File: src/hw/rtl/rls_pkg.sv
// ============================================================================
// rls_pkg - shared types and constants for the RGB LED strip serializer
// Item and result beats, store access, send engine control and status.
// ============================================================================
package rls_pkg;

    // Store geometry
    localparam int MAX_LEDS  = 256;
    localparam int ADDR_W    = $clog2(MAX_LEDS);
    localparam int CNT_W     = $clog2(MAX_LEDS + 1);
    localparam int COLOR_W   = 8;
    localparam int ENTRY_W   = 3 * COLOR_W;
    localparam int BITPOS_W  = $clog2(ENTRY_W);
    localparam int TICK_W    = 8;
    localparam int LATCH_W   = 20;

    // Field widths of the beats
    localparam int OP_W      = 3;
    localparam int INDEX_W   = 8;

    // Operation codes
    localparam logic [OP_W-1:0] OP_WRITE = 3'd0;
    localparam logic [OP_W-1:0] OP_READ  = 3'd1;
    localparam logic [OP_W-1:0] OP_FILL  = 3'd2;
    localparam logic [OP_W-1:0] OP_CLEAR = 3'd3;
    localparam logic [OP_W-1:0] OP_SHOW  = 3'd4;
    localparam logic [OP_W-1:0] OP_TICK  = 3'd5;

    // Configuration register indexes
    localparam int CFG_IDX_W = 3;
    localparam int CFG_DATA_W = LATCH_W;
    localparam logic [CFG_IDX_W-1:0] CFG_ACTIVE_LEDS = 3'd0;
    localparam logic [CFG_IDX_W-1:0] CFG_ONE_HIGH    = 3'd1;
    localparam logic [CFG_IDX_W-1:0] CFG_ZERO_HIGH   = 3'd2;
    localparam logic [CFG_IDX_W-1:0] CFG_BIT_PERIOD  = 3'd3;
    localparam logic [CFG_IDX_W-1:0] CFG_LATCH       = 3'd4;

    // Reset values of the configuration registers
    localparam logic [CNT_W-1:0]   RST_ACTIVE_LEDS = '0;
    localparam logic [TICK_W-1:0]  RST_ONE_HIGH    = 8'd12;
    localparam logic [TICK_W-1:0]  RST_ZERO_HIGH   = 8'd6;
    localparam logic [TICK_W-1:0]  RST_BIT_PERIOD  = 8'd24;
    localparam logic [LATCH_W-1:0] RST_LATCH       = 20'd20000;

    typedef struct packed {
        logic [OP_W-1:0]    op;
        logic [INDEX_W-1:0] pixel_index;
        logic [COLOR_W-1:0] red;
        logic [COLOR_W-1:0] green;
        logic [COLOR_W-1:0] blue;
    } t_item;

    typedef struct packed {
        logic               line_level;
        logic               busy_res;
        logic               read_ok;
        logic [COLOR_W-1:0] red_out;
        logic [COLOR_W-1:0] green_out;
        logic [COLOR_W-1:0] blue_out;
    } t_result;

    typedef struct packed {
        logic [CNT_W-1:0]   active_leds;
        logic [TICK_W-1:0]  one_high;
        logic [TICK_W-1:0]  zero_high;
        logic [TICK_W-1:0]  bit_period;
        logic [LATCH_W-1:0] latch;
    } t_cfg;

    // Store write request
    typedef struct packed {
        logic               en;
        logic [ADDR_W-1:0]  addr;
        logic [ENTRY_W-1:0] data;
    } t_store_wr;

    // Send engine control
    typedef struct packed {
        logic tick;
        logic load;
    } t_send_cmd;

    // Send engine status
    typedef struct packed {
        logic             busy;
        logic             line;
        logic [CNT_W-1:0] ptr;
    } t_send_stat;

endpackage

File: src/hw/rtl/rls_bit_shifter.sv
// ============================================================================
// rls_bit_shifter - one-wire waveform engine
// Shifts each entry out MSB first, one bit cell per bit_period ticks,
// then holds the line low for the latch gap.
// ============================================================================
module rls_bit_shifter (
    input  logic                          i_clk,
    input  logic                          i_rst_n,
    input  rls_pkg::t_send_cmd            i_cmd,
    input  rls_pkg::t_cfg                 i_cfg,
    input  logic [rls_pkg::CNT_W-1:0]     i_count,
    input  logic [rls_pkg::ENTRY_W-1:0]   i_word,
    output rls_pkg::t_send_stat           o_stat
);
    import rls_pkg::*;

    typedef enum logic [2:0] {
        PH_IDLE = 3'b001,
        PH_SEND = 3'b010,
        PH_GAP  = 3'b100
    } t_phase;

    localparam logic [BITPOS_W-1:0] LAST_BIT = BITPOS_W'(ENTRY_W - 1);

    t_phase              r_phase,  n_phase;
    logic                r_line,   n_line;
    logic [CNT_W-1:0]    r_ptr,    n_ptr;
    logic [ENTRY_W-1:0]  r_shift,  n_shift;
    logic [BITPOS_W-1:0] r_bitpos, n_bitpos;
    logic [TICK_W-1:0]   r_cell,   n_cell;
    logic [LATCH_W-1:0]  r_gap,    n_gap;

    logic [TICK_W-1:0]   period;
    logic [TICK_W-1:0]   high_len;
    logic [LATCH_W-1:0]  gap_len;
    logic [TICK_W:0]     cell_inc;
    logic [LATCH_W:0]    gap_inc;
    logic [CNT_W-1:0]    ptr_inc;

    always_comb begin
        period   = (i_cfg.bit_period == '0) ? TICK_W'(1) : i_cfg.bit_period;
        gap_len  = (i_cfg.latch == '0) ? LATCH_W'(1) : i_cfg.latch;
        high_len = r_shift[ENTRY_W-1] ? i_cfg.one_high : i_cfg.zero_high;
        cell_inc = {1'b0, r_cell} + (TICK_W+1)'(1);
        gap_inc  = {1'b0, r_gap} + (LATCH_W+1)'(1);
        ptr_inc  = r_ptr + CNT_W'(1);

        n_phase  = r_phase;
        n_line   = r_line;
        n_ptr    = r_ptr;
        n_shift  = r_shift;
        n_bitpos = r_bitpos;
        n_cell   = r_cell;
        n_gap    = r_gap;

        if (i_cmd.load) begin
            n_ptr = '0;
            if (i_count != '0) begin
                n_shift  = i_word;
                n_bitpos = '0;
                n_cell   = '0;
                n_phase  = PH_SEND;
            end else begin
                n_gap   = '0;
                n_phase = PH_GAP;
            end
        end else if (i_cmd.tick) begin
            case (r_phase)
                PH_SEND: begin
                    n_line = (r_cell < high_len);
                    if (cell_inc >= {1'b0, period}) begin
                        n_cell  = '0;
                        n_shift = {r_shift[ENTRY_W-2:0], 1'b0};
                        if (r_bitpos == LAST_BIT) begin
                            n_bitpos = '0;
                            n_ptr    = ptr_inc;
                            if (ptr_inc < i_count) begin
                                // next entry was prefetched at ptr + 1
                                n_shift = i_word;
                            end else begin
                                n_gap   = '0;
                                n_phase = PH_GAP;
                            end
                        end else begin
                            n_bitpos = r_bitpos + BITPOS_W'(1);
                        end
                    end else begin
                        n_cell = cell_inc[TICK_W-1:0];
                    end
                end
                PH_GAP: begin
                    n_line = 1'b0;
                    if (gap_inc >= {1'b0, gap_len}) begin
                        n_gap   = '0;
                        n_phase = PH_IDLE;
                    end else begin
                        n_gap = gap_inc[LATCH_W-1:0];
                    end
                end
                default: begin
                    n_line  = 1'b0;
                    n_phase = PH_IDLE;
                end
            endcase
        end
    end

    always_ff @(posedge i_clk) begin
        if (!i_rst_n) begin
            r_phase  <= PH_IDLE;
            r_line   <= 1'b0;
            r_ptr    <= '0;
            r_shift  <= '0;
            r_bitpos <= '0;
            r_cell   <= '0;
            r_gap    <= '0;
        end else begin
            r_phase  <= n_phase;
            r_line   <= n_line;
            r_ptr    <= n_ptr;
            r_shift  <= n_shift;
            r_bitpos <= n_bitpos;
            r_cell   <= n_cell;
            r_gap    <= n_gap;
        end
    end

    assign o_stat.busy = (r_phase != PH_IDLE);
    assign o_stat.line = r_line;
    assign o_stat.ptr  = r_ptr;

endmodule
File: config.mk
export PLATFORM = sky130hd
export DESIGN_NAME = rls_bit_shifter
export DESIGN_NICKNAME = d
export VERILOG_FILES = /design/src/hw/rtl/rls_pkg.sv /design/src/hw/rtl/rls_bit_shifter.sv
export SDC_FILE = /design/constraint.sdc
export NUM_CORES = 1
export LEC_CHECK = 0
export BUFFER_PORTS_ARGS = -buffer_cell sky130_fd_sc_hd__buf_2
export CAP_MARGIN = 5
export CORE_MARGIN = 2
export CORE_UTILIZATION = 60
export DETAILED_ROUTE_END_ITERATION = 12
export PLACE_DENSITY = 0.92
export SYNTH_ARGS = -nofsm -noshare
export SYNTH_HDL_FRONTEND = slang
export SYNTH_SLANG_ARGS = --single-unit
File: constraint.sdc
create_clock -name i_clk -period 10.5 [get_ports i_clk]
set_clock_uncertainty 0.1 [all_clocks]
set_input_delay 1.05 -clock i_clk [delete_from_list [all_inputs] [get_ports i_clk]]
set_output_delay 1.05 -clock i_clk [all_outputs]
set_load 0.02 [all_outputs]
* Word level (Yosys, flattened, before mapping) *
Cells that the tools add are included.

word-level totals
  input port bits = 90
  register bits = 70
  output and inout port bits = 11

operators by class
  bitwise gates (word level) = 2
  reductions and logical operators = 14
  muxes and demuxes = 38
  $add $sub $neg = 4
  magnitude comparators = 4
  equal/unequal tests = 10

operators with widths
  cell                                           count
  two-way mux 24 bit                             7
  two-way mux 20 bit                             8
  two-way mux 8 bit                              7
  case mux 20 bit (2 select lines)               1
  two-way mux 5 bit                              6
  adder 20 x 1 -> 21 bit, second input constant  1
  greater-or-equal comparator 21 x 20 -> 1 bit   1
  two-way mux 3 bit                              7
  logical NOT 20 bit                             1
  inequality test 3 bit, second input constant   4
  adder 8 x 1 -> 9 bit, second input constant    1
  adder 9 x 1 -> 9 bit, second input constant    1
  greater-or-equal comparator 9 x 8 -> 1 bit     1
  < comparator 9 bit                             1
  nonzero test 9 bit                             1
  logical NOT 8 bit                              1
  < comparator 8 bit                             1
  AND reduction 4 bit                            2
  case mux 3 bit (2 select lines)                1
  AND reduction 6 bit                            1
  nonzero test 2 bit                             3
  adder 5 x 1 -> 5 bit, second input constant    1
  equality test 5 bit, second input constant     1
  AND reduction 5 bit                            1
  other kinds (11)                               12

* Longest topological paths before layout *
  depth in word-level cells = 8
  mapped depth = 16
  mapped depth without buffers = 14

* Worst setup path before layout *
OpenSTA, ideal clock, no wires.

  path kind = input port to flip-flop
  from = input port i_cfg[24] (netlist name)
  to = register r_gap[8]
  library setup time = 0.117 ns
  data arrival time = 3.160 ns
  slack = 7.123 ns
  required time = 10.283 ns
  stages on the path = 11
  cells stage by stage = nor4_1 -> a41o_1 -> ha_1 -> nand2b_1 -> a2111oi_0 -> or3_1 -> o21a_1 -> o31a_1 -> o21a_1 -> buf_2 -> a22o_1

on the way
  longest elaborated chain between the ends = 5

RTL lines
  item                                            RTL line                source
  from (decl)                                     rls_bit_shifter.sv:10   input rls_pkg::t_cfg i_cfg,
  logical NOT 8 bit                               rls_bit_shifter.sv:41   period = (i_cfg.bit_period == '0) ? TICK_W'(1) : i_cfg.bit_period;
  two-way mux 8 bit (*)                           rls_bit_shifter.sv:41
  greater-or-equal comparator 9 x 8 -> 1 bit (*)  rls_bit_shifter.sv:71   if (cell_inc >= {1'b0, period}) begin
  inequality test 3 bit (no line) (*)             -
  AND reduction 6 bit (no line) (*)               -
  to (signal assigned)                            rls_bit_shifter.sv:124  r_gap <= n_gap;
  to (decl)                                       rls_bit_shifter.sv:31   logic [LATCH_W-1:0] r_gap, n_gap;

Mark *: on every way between the ends. The rest lies on a longest branch, timed or not.
A chain may end at the register's enable or synchronous reset.

* Worst setup path in the final report *
  from = register r_gap[0]
  to = register r_phase[2]

on the way
  longest elaborated chain between the ends = 4

RTL lines
  item                                          RTL line                source
  adder 20 x 1 -> 21 bit                        rls_bit_shifter.sv:45   gap_inc = {1'b0, r_gap} + (LATCH_W+1)'(1);
  greater-or-equal comparator 21 x 20 -> 1 bit  rls_bit_shifter.sv:93   if (gap_inc >= {1'b0, gap_len}) begin
  inequality test 3 bit (no line)               -
  AND reduction 5 bit (no line)                 -
  to (signal assigned)                          rls_bit_shifter.sv:118  r_phase <= n_phase;
  to (decl)                                     rls_bit_shifter.sv:25   t_phase r_phase, n_phase;

Every way passes these cells.

==> metrics <==
clock latency at the later pin of the worst-skew pair 340 ps; fin crit period 3970 ps; largest fanout of any net on the critical path 16; peak ir drop on the vdd network approximately 0.000066 V; number of placement rows 32; delay-heaviest family, CP simple AND/OR/NAND/NOR gates; leakage roughly 2.5 nW; Synth Warn # 0; synth-to-layout area growth 14.2%; unrepaired setup endpoints after global routing no; via count of the first global-routing pass 4361; Min-Delay Path Class flop to flop; dominant cells by area after synthesis sky130_fd_sc_hd__dfxtp_1 (29%), sky130_fd_sc_hd__ha_1 (12%), sky130_fd_sc_hd__nand2_1 (6.8%); clock slew at the register clock pins of the worst setup and hold paths approximately 80 ps; Setup Crit Path Kind flop to flop; cell area power density 109 nW/um^2; Worst EP required around 11000 ps; post-synth top area share 0.291; commonest cells in the netlist sky130_fd_sc_hd__nand2_1 (87), sky130_fd_sc_hd__dfxtp_1 (70), sky130_fd_sc_hd__ha_1 (47); worst r2r path cells 13; fraction of registers with async set/reset 0; die extent in y slightly above 90 um; dominant cell by count in the synthesized netlist sky130_fd_sc_hd__nand2_1; critical path arrival 4110 ps; final-report max-slew violation count 0; WL per Instance 14.4 um; endpoint of the worst hold path r_shift[2]$_SDFFE_PN0P_; wire length of the first global-routing pass about 19000 um; fraction of the cycle the final worst path needs 0.378; Mean Syn Cell Area 7.74 um^2; final-layout setup total negative slack 0 ps; TritonCTS clock tree built; antenna fix cells 0; cell breakdown of the critical path ha_1, nand4_1, or3_1, o21a_1, or2_2, ha_1, a21o_1, a21o_1, a21oi_1, o21ai_2, nor2_2, nor3_1, o21a_1; total power after layout around 0.60 mW; source of the worst hold timing path r_shift[1]$_SDFFE_PN0P_; initial antenna violation count 0; critical path startpoint category flop; slowest stage cell on the critical path sky130_fd_sc_hd__nor2_2; Synth Register Bits 70; post-synthesis instance area between 4000 and 5000 um^2; master cell of the clock root buffer sky130_fd_sc_hd__clkbuf_8; CTS resizes 0; placer congestion estimate just under 0.9; fmax between 0.2 and 0.3 GHz; post-synthesis net count ~760; hold violation count in the final report 0; combined buffer and inverter count along the critical path 0; H-Tree Depth 3; layout filler cell count 618; Vias between 4000 and 5000; DR vias/cell slightly below 6; pin count of the biggest net entering global routing 64; Synth Flop Type sky130_fd_sc_hd__dfxtp_1; measured slew at the worst slew-check pin roughly 1000 ps; number of buffers inserted by port buffering around 90; clock net sink count 70; remaining global-route overflow 0; worst reg-to-reg setup slack around 6500 ps; Cell Count, Final, Fillers Out about 800; number of placed cells counting well taps slightly below 800; critical path's largest stage delay ~570 ps; post-CTS setup buffers 0; worst r2r src r_gap[0]$_SDFFE_PN0P_; starting density of the core 0.622; count of unique library cells instantiated by Yosys 57; worst flop-to-flop path endpoint r_phase[2]$_SDFFE_PN0P_; number of instances in the synthesized netlist between 600 and 700; final count of negative-setup-slack endpoints 0; count of hold buffers inserted by post-cts repair 0; Seq/Total Area, Yosys 0.291; cts bufs inserted 9; number of nets in the final layout between 800 and 900; relative slew slack 0.315; number of violations of the max-capacitance limit 0; count of pins on the block boundary approximately 100; share of the core filled with cells in the final layout 0.711; die footprint roughly 9000 um^2; # DRC 0; die width around 94 um; placeable core region approximately 7700 um^2; fraction of final layout cells sized beyond drive strength 1 0.174; Pre-Repair DR Iteration Count 5; half-perimeter wire length after detailed placement around 8400 um; maximum root-to-sink buffer count 2; Antenna Nets Post-Route 0; Worst setup EP type flop; hold path depth 2; 1st-iter DRT viols 242; total wire length about 11000 um; number of enable flip-flop cells after synthesis 0; run status complete, no violations; combined global-route utilization of all metal layers 0.268; Synth area leader sky130_fd_sc_hd__dfxtp_1
## how the worst max path moves through the flow
stage                                     start  cells after the start                       to  slack [ps]
after floorplan                       i_cfg[24]                     11    r_gap[8]$_SDFFE_PN0P_        7120
after global placement                 i_cfg[1]                     12  r_phase[2]$_SDFFE_PN0P_        6510
after detailed placement               i_cfg[1]                     12  r_phase[2]$_SDFFE_PN0P_        6280
after CTS                 r_gap[0]$_SDFFE_PN0P_                     13  r_phase[2]$_SDFFE_PN0P_        6530
after global routing      r_gap[0]$_SDFFE_PN0P_                     13  r_phase[2]$_SDFFE_PN0P_        6220
final                     r_gap[0]$_SDFFE_PN0P_                     13  r_phase[2]$_SDFFE_PN0P_        6530
## power by group
group / switching, mW / leakage (nW) / internal (mW) / total (mW)
clock network: 0.103 / 0.116 / 0.147 / 0.250
registers: 0.00621 / 0.569 / 0.273 / 0.279
logic: 0.0402 / 1.81 / 0.0309 / 0.0710
total: 0.149 / 2.50 / 0.451 / 0.600
## registers in the layout (all words and copies together), names as in the netlist
register	flops
r_shift	24
r_gap	20
r_ptr	9
r_cell	8
r_bitpos	5
r_phase	3
r_line	1
## stage by stage
step	cell area, um^2	hold slack, ps	worst slack (ps)
final	5490	375	6530
after global routing	5490	400	6220
after CTS	5490	381	6530
after detailed placement	5260	358	6280
after global placement	5260	355	6510
after floorplan	4810	332	7120
## layout make-up
type,instances,area (um^2),share of cell area
repair buffers,93,470,0.0856
inverters,40,150,0.0273
multi-input cells,477,3110,0.566
clock buffers,11,151,0.0276
flip-flops and latches,70,1400,0.255
clock inverters,5,81.3,0.0148
well taps,102,128,0.0232
## cell usage in the layout, fill, tap and decap left out, drive strengths merged, types with 9 or more instances in the layout
master	synthesis	layout
a21o	10	10
a21oi	24	24
a31oi	24	24
a32o	9	9
buf	13	93
clkbuf	21	11
dfxtp	70	70
ha	47	47
inv	39	39
mux2i	9	9
nand2	87	87
nand3	30	30
nand4	12	12
nor2	31	31
nor3	19	19
o21ai	57	57
xnor2	18	18
xor2	18	18
## layer usage
metal | part of all wire | GRT usage | routed length [um]
met4 | 0.021 | 0.100 | 244
met1 | 0.44 | 0.334 | 5020
met3 | 0.052 | 0.0451 | 599
met2 | 0.49 | 0.464 | 5600
met5 | 0 | 0 | 0
## cell families (layout without fill, tap and decap cells)
kind of cell	count (synthesis)	in the layout	synth area share
adder cells (fa/ha/maj)	47	47	0.122
AO/OA/AOI/OAI	165	165	0.220
XOR/XNOR	36	36	0.0656
flip-flops	70	70	0.291
multiplexers	9	9	0.0187
AND/OR/NAND/NOR	220	220	0.221
buffers and inverters	74	149	0.0617
## tightest hold or removal path: cells and delay by family, from the launching register on
kind | cells | cell delay (ps)
AND/OR/NAND/NOR | 1 | 50
flip-flops | 1 | 310
AO/OA/AOI/OAI | 1 | 70
(Power assumes the default switching activity.)
